==> src/hdl/srb_pkg.sv <==
`default_nettype none

package srb_pkg;

    // Item kind carried in the low bit of the input tuser
    localparam logic FUNC_PUSH = 1'b0;
    localparam logic FUNC_READ = 1'b1;

    // Fixed field widths
    localparam int IDX_W  = 32;
    localparam int BYTE_W = 8;
    localparam int CNT_W  = 7;

    // Stream bus widths
    localparam int S_TDATA_W = 48;
    localparam int S_TUSER_W = 2;
    localparam int M_TDATA_W = 16;

    // Classified command handed from the front to the back
    typedef struct packed {
        logic              is_read;
        logic [IDX_W-1:0]  idx;
        logic [IDX_W-1:0]  end_pos;
        logic [BYTE_W-1:0] data;
        logic              has;
        logic              mark;
        logic [CNT_W-1:0]  rc;
    } t_cmd;

    // Command queue status
    typedef struct packed {
        logic full;
        logic empty;
    } t_q_status;

endpackage

`default_nettype wire

==> src/hdl/srb_front.sv <==
`default_nettype none

module srb_front (
    input  wire logic                            i_enable,
    input  wire logic                            s_axis_tvalid,
    output logic                                 s_axis_tready,
    // stream_index[31:0], data_byte[39:32], read_count[46:40], zero pad
    input  wire logic [srb_pkg::S_TDATA_W-1:0]   s_axis_tdata,
    // func[0], has_byte[1]
    input  wire logic [srb_pkg::S_TUSER_W-1:0]   s_axis_tuser,
    input  wire logic                            s_axis_tlast,
    input  wire srb_pkg::t_q_status              i_q_status,
    output logic                                 o_push,
    output srb_pkg::t_cmd                        o_cmd
);

    logic w_is_read;
    logic w_has;

    // Take a beat whenever the queue has room and the back is out of its clear pass
    assign s_axis_tready = i_enable && !i_q_status.full;
    assign o_push        = s_axis_tvalid && s_axis_tready;

    // Classify the beat and precompute the end position
    assign w_is_read = (s_axis_tuser[0] == srb_pkg::FUNC_READ);
    assign w_has     = s_axis_tuser[1] && !w_is_read;

    always_comb begin
        o_cmd.is_read = w_is_read;
        o_cmd.idx     = s_axis_tdata[srb_pkg::IDX_W-1:0];
        o_cmd.end_pos = s_axis_tdata[srb_pkg::IDX_W-1:0]
                        + {{(srb_pkg::IDX_W-1){1'b0}}, w_has};
        o_cmd.data    = s_axis_tdata[srb_pkg::IDX_W +: srb_pkg::BYTE_W];
        o_cmd.has     = w_has;
        o_cmd.mark    = s_axis_tlast && !w_is_read;
        o_cmd.rc      = s_axis_tdata[srb_pkg::IDX_W+srb_pkg::BYTE_W +: srb_pkg::CNT_W];
    end

endmodule

`default_nettype wire

==> src/hdl/srb_queue.sv <==
`default_nettype none

module srb_queue (
    input  wire logic               i_clk,
    input  wire logic               i_rst_n,
    input  wire logic               i_push,
    input  wire srb_pkg::t_cmd      i_cmd,
    input  wire logic               i_pop,
    output srb_pkg::t_cmd           o_cmd,
    output srb_pkg::t_q_status      o_status
);

    localparam int DEPTH = 2;

    srb_pkg::t_cmd r_slot [DEPTH];
    logic          r_wr_ptr;
    logic          r_rd_ptr;
    logic [1:0]    r_count;
    logic [1:0]    n_count;

    // Store the entry on push
    always_ff @(posedge i_clk) begin
        if (i_push) begin
            r_slot[r_wr_ptr] <= i_cmd;
        end
    end

    // Track occupancy
    always_comb begin
        n_count = r_count;
        if (i_push && !i_pop) begin
            n_count = r_count + 2'd1;
        end else if (!i_push && i_pop) begin
            n_count = r_count - 2'd1;
        end
    end

    always_ff @(posedge i_clk) begin
        if (!i_rst_n) begin
            r_wr_ptr <= 1'b0;
            r_rd_ptr <= 1'b0;
            r_count  <= 2'd0;
        end else begin
            if (i_push) begin
                r_wr_ptr <= !r_wr_ptr;
            end
            if (i_pop) begin
                r_rd_ptr <= !r_rd_ptr;
            end
            r_count <= n_count;
        end
    end

    assign o_cmd          = r_slot[r_rd_ptr];
    assign o_status.full  = (r_count == 2'(DEPTH));
    assign o_status.empty = (r_count == 2'd0);

endmodule

`default_nettype wire

==> src/hdl/srb_back.sv <==
`default_nettype none

module srb_back #(
    parameter int CAPACITY = 64
) (
    input  wire logic                          i_clk,
    input  wire logic                          i_rst_n,
    input  wire srb_pkg::t_cmd                 i_cmd,
    input  wire srb_pkg::t_q_status            i_q_status,
    output logic                               o_pop,
    output logic                               o_clearing,
    output logic                               m_axis_tvalid,
    input  wire logic                          m_axis_tready,
    // out_byte[7:0], stream_done[8], pending_bytes[15:9]
    output logic [srb_pkg::M_TDATA_W-1:0]      m_axis_tdata,
    // byte_valid[0]
    output logic                               m_axis_tuser,
    output logic                               m_axis_tlast
);

    localparam int IW = (CAPACITY > 1) ? $clog2(CAPACITY) : 1;
    localparam int CW = $clog2(CAPACITY + 1);
    localparam int FW = (CW > srb_pkg::CNT_W) ? CW : srb_pkg::CNT_W;
    localparam int DW = srb_pkg::BYTE_W + 1;
    localparam int XW = srb_pkg::IDX_W;

    localparam logic [IW-1:0] LAST_SLOT = IW'(CAPACITY - 1);
    localparam logic [CW-1:0] CAP_CNT   = CW'(CAPACITY);
    localparam logic [IW:0]   CAP_SUM   = (IW + 1)'(CAPACITY);

    localparam logic [2:0] S_CLEAR    = 3'd0;
    localparam logic [2:0] S_IDLE     = 3'd1;
    localparam logic [2:0] S_EVAL     = 3'd2;
    localparam logic [2:0] S_PUSH_RD  = 3'd3;
    localparam logic [2:0] S_PUSH_WR  = 3'd4;
    localparam logic [2:0] S_REL_RD   = 3'd5;
    localparam logic [2:0] S_REL_CHK  = 3'd6;

    // Ring of {valid, byte}
    logic [DW-1:0] r_ram [CAPACITY];
    logic [DW-1:0] r_mem_q;

    logic                          w_we;
    logic [IW-1:0]                 w_wa;
    logic [DW-1:0]                 w_wd;
    logic                          w_re;
    logic [IW-1:0]                 w_ra;

    // Control state
    logic [2:0]                    r_state,      n_state;
    logic [IW-1:0]                 r_clr_addr,   n_clr_addr;
    logic [XW-1:0]                 r_next_exp,   n_next_exp;
    logic [CW-1:0]                 r_fill,       n_fill;
    logic                          r_end_known,  n_end_known;
    logic [XW-1:0]                 r_end_pos,    n_end_pos;
    logic [CW-1:0]                 r_pending,    n_pending;
    logic                          r_ended,      n_ended;
    logic [IW-1:0]                 r_head,       n_head;
    logic                          r_hold_valid, n_hold_valid;
    logic                          r_out_valid,  n_out_valid;

    // Payload
    srb_pkg::t_cmd                 r_cmd;
    logic [IW-1:0]                 r_slot;
    logic [srb_pkg::BYTE_W-1:0]    r_hold_byte,  n_hold_byte;
    logic                          r_hold_done,  n_hold_done;
    logic [srb_pkg::CNT_W-1:0]     r_hold_pend,  n_hold_pend;
    logic [srb_pkg::BYTE_W-1:0]    r_out_byte,   n_out_byte;
    logic                          r_out_bv,     n_out_bv;
    logic                          r_out_last,   n_out_last;
    logic                          r_out_done,   n_out_done;
    logic [srb_pkg::CNT_W-1:0]     r_out_pend,   n_out_pend;

    // Datapath helpers
    logic [CW-1:0]                 w_space;
    logic [XW-1:0]                 w_space_x;
    logic [XW-1:0]                 w_dist;
    logic                          w_store;
    logic                          w_end_ok;
    logic [IW:0]                   w_slot_sum;
    logic [IW-1:0]                 w_slot;
    logic [FW-1:0]                 w_fill_x;
    logic [FW-1:0]                 w_rc_x;
    logic [CW-1:0]                 w_fill_rd;
    logic                          w_out_free;
    logic                          w_found;
    logic [IW-1:0]                 w_head_inc;
    logic [XW-1:0]                 w_next_inc;
    logic [CW-1:0]                 w_pend_dec;
    logic                          w_done_after;
    logic                          w_done_now;

    // Window math for a push
    assign w_space   = CAP_CNT - r_fill;
    assign w_space_x = XW'(w_space);
    assign w_dist    = r_cmd.idx - r_next_exp;
    assign w_store   = !r_ended && r_cmd.has && (w_dist < w_space_x)
                       && !(r_end_known && (w_dist >= (r_end_pos - r_next_exp)));
    assign w_end_ok  = r_cmd.mark && !r_end_known && !r_ended
                       && ((r_cmd.end_pos - r_next_exp) <= w_space_x);
    assign w_slot_sum = {1'b0, r_head} + {1'b0, w_dist[IW-1:0]};
    assign w_slot     = (w_slot_sum >= CAP_SUM) ? IW'(w_slot_sum - CAP_SUM)
                                                : w_slot_sum[IW-1:0];

    // Saturating fill release for a read
    assign w_fill_x  = FW'(r_fill);
    assign w_rc_x    = FW'(r_cmd.rc);
    assign w_fill_rd = (w_rc_x >= w_fill_x) ? '0 : CW'(w_fill_x - w_rc_x);

    // Release step helpers
    assign w_out_free   = !r_out_valid || m_axis_tready;
    assign w_found      = r_mem_q[DW-1] && (r_fill < CAP_CNT);
    assign w_head_inc   = (r_head == LAST_SLOT) ? '0 : r_head + 1'b1;
    assign w_next_inc   = r_next_exp + 1'b1;
    assign w_pend_dec   = (r_pending != '0) ? r_pending - 1'b1 : '0;
    assign w_done_after = r_ended || (r_end_known && (r_end_pos == w_next_inc));
    assign w_done_now   = r_ended || (r_end_known && (r_end_pos == r_next_exp));

    // Sequencer
    always_comb begin
        n_state      = r_state;
        n_clr_addr   = r_clr_addr;
        n_next_exp   = r_next_exp;
        n_fill       = r_fill;
        n_end_known  = r_end_known;
        n_end_pos    = r_end_pos;
        n_pending    = r_pending;
        n_ended      = r_ended;
        n_head       = r_head;
        n_hold_valid = r_hold_valid;
        n_hold_byte  = r_hold_byte;
        n_hold_done  = r_hold_done;
        n_hold_pend  = r_hold_pend;
        n_out_valid  = r_out_valid && !m_axis_tready;
        n_out_byte   = r_out_byte;
        n_out_bv     = r_out_bv;
        n_out_last   = r_out_last;
        n_out_done   = r_out_done;
        n_out_pend   = r_out_pend;
        o_pop        = 1'b0;
        w_we         = 1'b0;
        w_wa         = r_head;
        w_wd         = '0;
        w_re         = 1'b0;
        w_ra         = r_head;

        unique case (r_state)
            S_CLEAR: begin
                w_we       = 1'b1;
                w_wa       = r_clr_addr;
                n_clr_addr = r_clr_addr + 1'b1;
                if (r_clr_addr == LAST_SLOT) begin
                    n_state = S_IDLE;
                end
            end
            S_IDLE: begin
                if (!i_q_status.empty) begin
                    o_pop   = 1'b1;
                    n_state = S_EVAL;
                end
            end
            S_EVAL: begin
                if (r_cmd.is_read) begin
                    n_fill  = w_fill_rd;
                    n_state = S_REL_RD;
                end else begin
                    if (w_end_ok) begin
                        n_end_known = 1'b1;
                        n_end_pos   = r_cmd.end_pos;
                    end
                    n_state = w_store ? S_PUSH_RD : S_REL_RD;
                end
            end
            S_PUSH_RD: begin
                w_re    = 1'b1;
                w_ra    = r_slot;
                n_state = S_PUSH_WR;
            end
            S_PUSH_WR: begin
                // Keep a byte already stored at this slot
                if (!r_mem_q[DW-1]) begin
                    w_we      = 1'b1;
                    w_wa      = r_slot;
                    w_wd      = {1'b1, r_cmd.data};
                    n_pending = r_pending + 1'b1;
                end
                n_state = S_REL_RD;
            end
            S_REL_RD: begin
                w_re    = 1'b1;
                n_state = S_REL_CHK;
            end
            S_REL_CHK: begin
                if (w_found) begin
                    if (!r_hold_valid || w_out_free) begin
                        // Send the held byte, hold this one until we know if it is last
                        if (r_hold_valid) begin
                            n_out_valid = 1'b1;
                            n_out_byte  = r_hold_byte;
                            n_out_bv    = 1'b1;
                            n_out_last  = 1'b0;
                            n_out_done  = r_hold_done;
                            n_out_pend  = r_hold_pend;
                        end
                        n_hold_valid = 1'b1;
                        n_hold_byte  = r_mem_q[srb_pkg::BYTE_W-1:0];
                        n_hold_done  = w_done_after;
                        n_hold_pend  = w_pend_dec[srb_pkg::CNT_W-1:0];
                        w_we         = 1'b1;
                        n_head       = w_head_inc;
                        n_next_exp   = w_next_inc;
                        n_pending    = w_pend_dec;
                        n_fill       = r_fill + 1'b1;
                        n_ended      = w_done_after;
                        n_state      = S_REL_RD;
                    end
                end else begin
                    n_ended = w_done_now;
                    if (w_out_free) begin
                        // Close the item: held byte as last, or a status beat
                        n_out_valid = 1'b1;
                        n_out_last  = 1'b1;
                        if (r_hold_valid) begin
                            n_out_byte   = r_hold_byte;
                            n_out_bv     = 1'b1;
                            n_out_done   = r_hold_done;
                            n_out_pend   = r_hold_pend;
                            n_hold_valid = 1'b0;
                        end else begin
                            n_out_byte = '0;
                            n_out_bv   = 1'b0;
                            n_out_done = w_done_now;
                            n_out_pend = r_pending[srb_pkg::CNT_W-1:0];
                        end
                        n_state = S_IDLE;
                    end
                end
            end
            default: begin
                n_state = S_IDLE;
            end
        endcase
    end

    // Ring write port
    always_ff @(posedge i_clk) begin
        if (w_we) begin
            r_ram[w_wa] <= w_wd;
        end
    end

    // Ring read port, registered
    always_ff @(posedge i_clk) begin
        if (w_re) begin
            r_mem_q <= r_ram[w_ra];
        end
    end

    // Control registers
    always_ff @(posedge i_clk) begin
        if (!i_rst_n) begin
            r_state      <= S_CLEAR;
            r_clr_addr   <= '0;
            r_next_exp   <= '0;
            r_fill       <= '0;
            r_end_known  <= 1'b0;
            r_end_pos    <= '0;
            r_pending    <= '0;
            r_ended      <= 1'b0;
            r_head       <= '0;
            r_hold_valid <= 1'b0;
            r_out_valid  <= 1'b0;
        end else begin
            r_state      <= n_state;
            r_clr_addr   <= n_clr_addr;
            r_next_exp   <= n_next_exp;
            r_fill       <= n_fill;
            r_end_known  <= n_end_known;
            r_end_pos    <= n_end_pos;
            r_pending    <= n_pending;
            r_ended      <= n_ended;
            r_head       <= n_head;
            r_hold_valid <= n_hold_valid;
            r_out_valid  <= n_out_valid;
        end
    end

    // Payload registers
    always_ff @(posedge i_clk) begin
        if (o_pop) begin
            r_cmd <= i_cmd;
        end
        if (r_state == S_EVAL) begin
            r_slot <= w_slot;
        end
        r_hold_byte <= n_hold_byte;
        r_hold_done <= n_hold_done;
        r_hold_pend <= n_hold_pend;
        r_out_byte  <= n_out_byte;
        r_out_bv    <= n_out_bv;
        r_out_last  <= n_out_last;
        r_out_done  <= n_out_done;
        r_out_pend  <= n_out_pend;
    end

    assign o_clearing    = (r_state == S_CLEAR);
    assign m_axis_tvalid = r_out_valid;
    assign m_axis_tdata  = {r_out_pend, r_out_done, r_out_byte};
    assign m_axis_tuser  = r_out_bv;
    assign m_axis_tlast  = r_out_last;

endmodule

`default_nettype wire

==> src/hdl/stream_byte_reassembler_core.sv <==
// Flow: with the back end idle an input beat passes the queue and is popped and evaluated; a push
// that stores a byte then reads and writes its ring slot; the ring head is read and checked, and a
// status beat leaves if nothing is released. A released byte is held for one more ring check, and
// each further byte takes a ring read, check and clear. The ring walk in the back end handles one
// item at a time; a 2-entry queue lets the input run ahead.
// Reset: synchronous, active low; the ring is then cleared slot by slot, no beat taken.
`default_nettype none

module stream_byte_reassembler_core #(
    parameter int CAPACITY = 64
) (
    input  wire logic                            i_clk,
    input  wire logic                            i_rst_n,
    input  wire logic                            s_axis_tvalid,
    output logic                                 s_axis_tready,
    // stream_index[31:0], data_byte[39:32], read_count[46:40], zero pad [47]
    input  wire logic [srb_pkg::S_TDATA_W-1:0]   s_axis_tdata,
    // func[0], has_byte[1]
    input  wire logic [srb_pkg::S_TUSER_W-1:0]   s_axis_tuser,
    // end_mark
    input  wire logic                            s_axis_tlast,
    output logic                                 m_axis_tvalid,
    input  wire logic                            m_axis_tready,
    // out_byte[7:0], stream_done[8], pending_bytes[15:9]
    output logic [srb_pkg::M_TDATA_W-1:0]        m_axis_tdata,
    // byte_valid[0]
    output logic                                 m_axis_tuser,
    // last_result
    output logic                                 m_axis_tlast
);

    logic                  w_clearing;
    logic                  w_q_push;
    logic                  w_q_pop;
    srb_pkg::t_cmd         w_front_cmd;
    srb_pkg::t_cmd         w_q_cmd;
    srb_pkg::t_q_status    w_q_status;

    // Accept and classify beats
    srb_front u_front (
        .i_enable      (!w_clearing),
        .s_axis_tvalid (s_axis_tvalid),
        .s_axis_tready (s_axis_tready),
        .s_axis_tdata  (s_axis_tdata),
        .s_axis_tuser  (s_axis_tuser),
        .s_axis_tlast  (s_axis_tlast),
        .i_q_status    (w_q_status),
        .o_push        (w_q_push),
        .o_cmd         (w_front_cmd)
    );

    // Decouple front and back
    srb_queue u_queue (
        .i_clk    (i_clk),
        .i_rst_n  (i_rst_n),
        .i_push   (w_q_push),
        .i_cmd    (w_front_cmd),
        .i_pop    (w_q_pop),
        .o_cmd    (w_q_cmd),
        .o_status (w_q_status)
    );

    // Store bytes and release them in order
    srb_back #(
        .CAPACITY (CAPACITY)
    ) u_back (
        .i_clk         (i_clk),
        .i_rst_n       (i_rst_n),
        .i_cmd         (w_q_cmd),
        .i_q_status    (w_q_status),
        .o_pop         (w_q_pop),
        .o_clearing    (w_clearing),
        .m_axis_tvalid (m_axis_tvalid),
        .m_axis_tready (m_axis_tready),
        .m_axis_tdata  (m_axis_tdata),
        .m_axis_tuser  (m_axis_tuser),
        .m_axis_tlast  (m_axis_tlast)
    );

`ifndef NO_ASSERTIONS
    // No beat is taken while the ring is being cleared
    a_no_accept_in_clear: assert property (@(posedge i_clk) disable iff (!i_rst_n)
        (s_axis_tvalid && s_axis_tready) |-> !w_clearing)
        else $error("input beat accepted during clear pass");

    // The front never writes a full queue
    a_no_push_full: assert property (@(posedge i_clk) disable iff (!i_rst_n)
        w_q_push |-> !w_q_status.full)
        else $error("queue overflow");

    // The back never pops an empty queue
    a_no_pop_empty: assert property (@(posedge i_clk) disable iff (!i_rst_n)
        w_q_pop |-> !w_q_status.empty)
        else $error("queue underflow");

    // A pop during clearing would mean the back left its clear pass early
    a_no_pop_in_clear: assert property (@(posedge i_clk) disable iff (!i_rst_n)
        w_clearing |-> !w_q_pop)
        else $error("command popped during clear pass");
`endif

endmodule

`default_nettype wire

==> config.mk <==
export PLATFORM = sky130hd
export DESIGN_NAME = stream_byte_reassembler_core
export DESIGN_NICKNAME = d
export VERILOG_FILES = /design/src/hdl/srb_pkg.sv /design/src/hdl/srb_front.sv /design/src/hdl/srb_queue.sv /design/src/hdl/srb_back.sv /design/src/hdl/stream_byte_reassembler_core.sv
export SDC_FILE = /design/constraint.sdc
export NUM_CORES = 2
export LEC_CHECK = 0
export BUFFER_PORTS_ARGS = -buffer_cell sky130_fd_sc_hd__buf_2
export CORE_MARGIN = 2
export CORE_UTILIZATION = 40
export CTS_BUF_LIST = sky130_fd_sc_hd__clkbuf_4
export CTS_CLUSTER_DIAMETER = 60
export DETAILED_ROUTE_END_ITERATION = 10
export GPL_TIMING_DRIVEN = 1
export HOLD_SLACK_MARGIN = 0.1
export PLACE_DENSITY_LB_ADDON = 0.15
export SLEW_MARGIN = 30
export SYNTH_ARGS = -nofsm -noshare
export SYNTH_HDL_FRONTEND = slang
export SYNTH_HIERARCHICAL = 1
export SYNTH_SLANG_ARGS = --single-unit
==> constraint.sdc <==
create_clock -name i_clk -period 16.1 [get_ports i_clk]
set_input_delay 0.805 -clock i_clk [delete_from_list [all_inputs] [get_ports i_clk]]
set_output_delay 0.805 -clock i_clk [all_outputs]
set_load 0.02 [all_outputs]
==> run_results.csv <==
group,metric,value,unit
worst_setup_path,critPathMaxStageDelay,0.63,ns
place,dpl_worst_slack,9.47,ns
pwr,p_total,6.87,mW
clock_tree,clk-insertion-delay-late,1.21,ns
synth,synth_edf_count,871,
synth,syn_area,47200,sq um
drt,dr.max_layer_used,"met4",
synth,yosysUniqueCellTypes,97,
worst_hold_path,hold_class,"in -> reg",
place,io_buffer_count,73,
layout,finalInstanceArea,52800,sq um
synth,avgSynthCellArea,11.9,sq um
layout,layout-drive-gt1-share,0.169,
pwr,power_density,130,nW/um^2
drt,drt-met1-wl,60700,microns
synth,synthCells,3955,
synth,synth_seq_area_share,0.597,
floorplanning,initial_utilization,0.401,
synth,syn-num-nets,4176,
floorplanning,coreArea,118000,sq um
worst_setup_path,crit_buf_inv,1,
floorplanning,pin_count,75,
timing,skew,0.0993,ns
worst_setup_path,critPathCaptureType,"flip-flop",
worst_setup_path,arrival,7.83,ns
drt,dr.pass1.iters,6,
timing,setup_tns,0,ns
drt,avgRoutedWirePerCell,21.2,microns
synth,yosysWarnings,6,
floorplanning,dieArea,121000,sq um
clock_tree,clk_path_buf_depth,4,
clock_tree,cts_htree_levels,5,
worst_setup_path,cp_max_fo,6,
synth,synth-seq-cells,973,
job,maxCapViolCount,0,
drt,viasPerCell,5.46,
grt,antenna_found_initial,4,
place,postPlaceCellArea,48800,sq um
timing,relSlewSlack,0.323,
place,dpl.hpwl,79900,microns
run_status,status,"complete, no violations",
floorplanning,die_h,348,microns
timing,post-route-period-util,0.423,
grt,grt_max_degree,173,
timing,setup_violations,0,
pwr,ir_drop,0.105,mV
grt,track_usage,0.204,
timing,drv_slew,0,
drt,route.met3.wl,8810,microns
synth,synthArstFlopShare,0,
timing,post-route-min-period,6.80,ns
worst_setup_path,path_cells,"inv_1 > ha_1 > nor2b_1 > o21ai_1 > o21ai_1 > a211oi_1 > o2111ai_1 > a41oi_1 > o211ai_1 > a31oi_1 > o21bai_1 > xor2_1 > ha_1 > a21o_1 > nand2_1 > nand4b_1 > nor4b_1 > nand3b_1 > or4_1 > nor4_1 > nand4_1 > a31o_1",
worst_setup_path,critPathTopFamily,"compound AO/OA/AOI/OAI gates",
drt,vias,32100,
pwr,p_leak,18.3,nW
drt,wl_met2,53000,microns
worst_setup_path,cp_slowest_cell,"a41oi_1",
layout,nets,4385,
grt,grt_overflow,0,
clock_tree,clk_pin_slew_worst_paths,0.06,ns
grt,grt_pass1_vias,31000,
clock_tree,numCtsBuffers,288,
drt,postRouteAntennaNets,0,
timing,rsz0062_at_grt,"no",
clock_tree,cts_tree,"built",
place,place_congestion,0.882,
drt,drc,0,
clock_tree,cts_num_sinks,973,
floorplanning,dieWidth,348,microns
timing,finalWorstSetupSlack,9.30,ns
layout,area_growth,11.8,%
clock_tree,cts_root_buf,"clkbuf_4",
timing,hold_viol,0,
worst_setup_path,critPathRequiredTime,17.13,ns
worst_setup_path,cp-start-kind,"flip-flop",
clock_tree,cts_resized,0,
synth,ys.flop_type,"edfxtp_1",
timing,tightest_slew,1.01,ns
drt,drtIter0Drc,2730,
grt,grt_first_pass_wirelength,188000,microns
drt,wl,125000,microns
floorplanning,row_count,126,
worst_setup_path,worst-setup-path-type,"reg -> reg",
timing,fmax,147,MHz
[cell usage in the layout (no fill, tap or decap), types with 28 or more instances in the layout]
cell / count
edfxtp_1: 871
nand2_1: 491
clkbuf_4: 414
a211oi_1: 227
a21oi_1: 203
nor2_1: 164
ha_1: 161
and2_1: 157
xnor2_1: 136
dfxtp_1: 101
inv_1: 92
mux2_2: 89
a31oi_1: 87
o21ai_0: 84
a311oi_1: 77
nand3_1: 73
buf_2: 72
xor2_1: 56
nor3_1: 53
dlygate4sd3_1: 52
nand4_1: 52
a21o_1: 43
buf_4: 41
mux2i_1: 38
nor2_2: 35
nor2b_1: 32
clkinv_1: 29
nand2b_1: 28
[stage by stage]
stage / utilization / instances / hold slack, ns
floorplan: - / 3955 / 0.400
global placement: 0.414 / 5358 / 0.403
detailed placement: 0.415 / 5358 / 0.412
CTS: 0.448 / 5866 / 0.177
global route: 0.449 / 5868 / 0.221
finish: 0.449 / 5869 / 0.342
[final timing paths]
path	cells after the start	start	slack, ns	to
max	22	u_back/r_next_exp[1]$_SDFFE_PN0P_	9.30	u_back/r_state[2]$_SDFFE_PN0P_
min	4	s_axis_tvalid	0.34	u_queue/r_wr_ptr$_SDFFE_PN0P_
max reg2reg	22	u_back/r_next_exp[1]$_SDFFE_PN0P_	9.30	u_back/r_state[2]$_SDFFE_PN0P_
min reg2reg	0	u_back/r_mem_q[6]$_DFFE_PP_	0.43	u_back/r_hold_byte[6]$_DFFE_PP_
[timing repair]
action	in CTS	in global routing
hold buffers	52	0
hold endpoints to repair	183	0
setup buffers	0	0
[routing by layer]
| metal | track usage | vias up |
|---|---|---|
| li1 | - | 15400 |
| met1 | 0.302 | 15600 |
| met2 | 0.290 | 967 |
| met3 | 0.0526 | 126 |
| met4 | 0.0659 | 0 |
| met5 | 0 | - |
[state kept, by name, indices dropped and copies added (netlist names), 2 cells and up, named ones only]
name	flops
u_back/r_ram	576
u_queue/r_slot	164
u_back/r_cmd	75
u_back/r_end_pos	32
u_back/r_next_exp	32
u_back/r_mem_q	9
u_back/r_hold_byte	8
u_back/r_out_byte	8
u_back/r_fill	7
u_back/r_hold_pend	7
u_back/r_out_pend	7
u_back/r_pending	7
u_back/w_rc_x	7
u_back/r_clr_addr	6
u_back/r_head	6
u_back/r_slot	6
u_back/r_state	3
u_queue/r_count	2
[cell families after synthesis]
family | Yosys count | synth area share
AOI/OAI and AO/OA | 888 | 0.128
xor gates and xnor gates | 192 | 0.0356
adders and majority gates | 166 | 0.0448
buffers and inverters | 345 | 0.0343
DFF | 973 | 0.597
muxes | 133 | 0.0306
and+or+nand+nor | 1258 | 0.130
[worst reg2reg max path, delay by kind of cell (launching register included)]
kind	cells	cell delay [ns]
buf+inv	1	0.21
compound gates	10	2.92
simple gates	8	2.20
xor+xnor	1	0.15
flops	1	0.46
fa+ha+maj	2	0.73
[cells in the mapped netlist, types with 10 or more instances]
cell type | instances | area (sq um)
a211oi_1 | 227 | 1700
a21o_1 | 43 | 323
a21oi_1 | 204 | 1020
a311oi_1 | 77 | 674
a31oi_1 | 87 | 544
and2_0 | 27 | 169
and2_1 | 166 | 1040
and3_1 | 26 | 163
and4_1 | 12 | 105
buf_4 | 51 | 383
buf_6 | 13 | 146
clkbuf_1 | 173 | 649
dfxtp_1 | 102 | 2040
edfxtp_1 | 871 | 26200
ha_1 | 161 | 2010
inv_1 | 92 | 345
mux2_2 | 90 | 1010
mux2i_1 | 43 | 430
nand2_1 | 491 | 1840
nand2b_1 | 28 | 175
nand3_1 | 73 | 365
nand4_1 | 52 | 325
nor2_1 | 198 | 743
nor2b_1 | 33 | 206
nor3_1 | 54 | 270
nor4_1 | 20 | 125
o2111ai_1 | 10 | 87.6
o211ai_1 | 15 | 113
o21a_1 | 22 | 165
o21ai_0 | 84 | 420
o21ai_1 | 18 | 90.1
o21bai_1 | 11 | 82.6
or2_2 | 10 | 62.6
or3_1 | 26 | 163
xnor2_1 | 136 | 1190
xor2_1 | 56 | 490
[final cells by class]
| type | instances | area (sq um) |
|---|---|---|
| antenna | 3 | 7.51 |
| clock buffer | 414 | 3110 |
| clock inverter | 42 | 294 |
| fill | 10900 | 64800 |
| inverter | 96 | 360 |
| multi-input combinational | 2637 | 17600 |
| sequential | 973 | 28200 |
| tap | 1536 | 1920 |
| timing repair buffer | 168 | 1250 |
[power breakdown]
part	internal (mW)	switching, mW	total, mW	leakage (nW)
combinational	0.371	0.993	1.36	7.32
clock	1.24	1.00	2.24	2.06
sequential	3.17	0.0941	3.26	8.92
No activity file was read; power rests on OpenSTA's default activity.
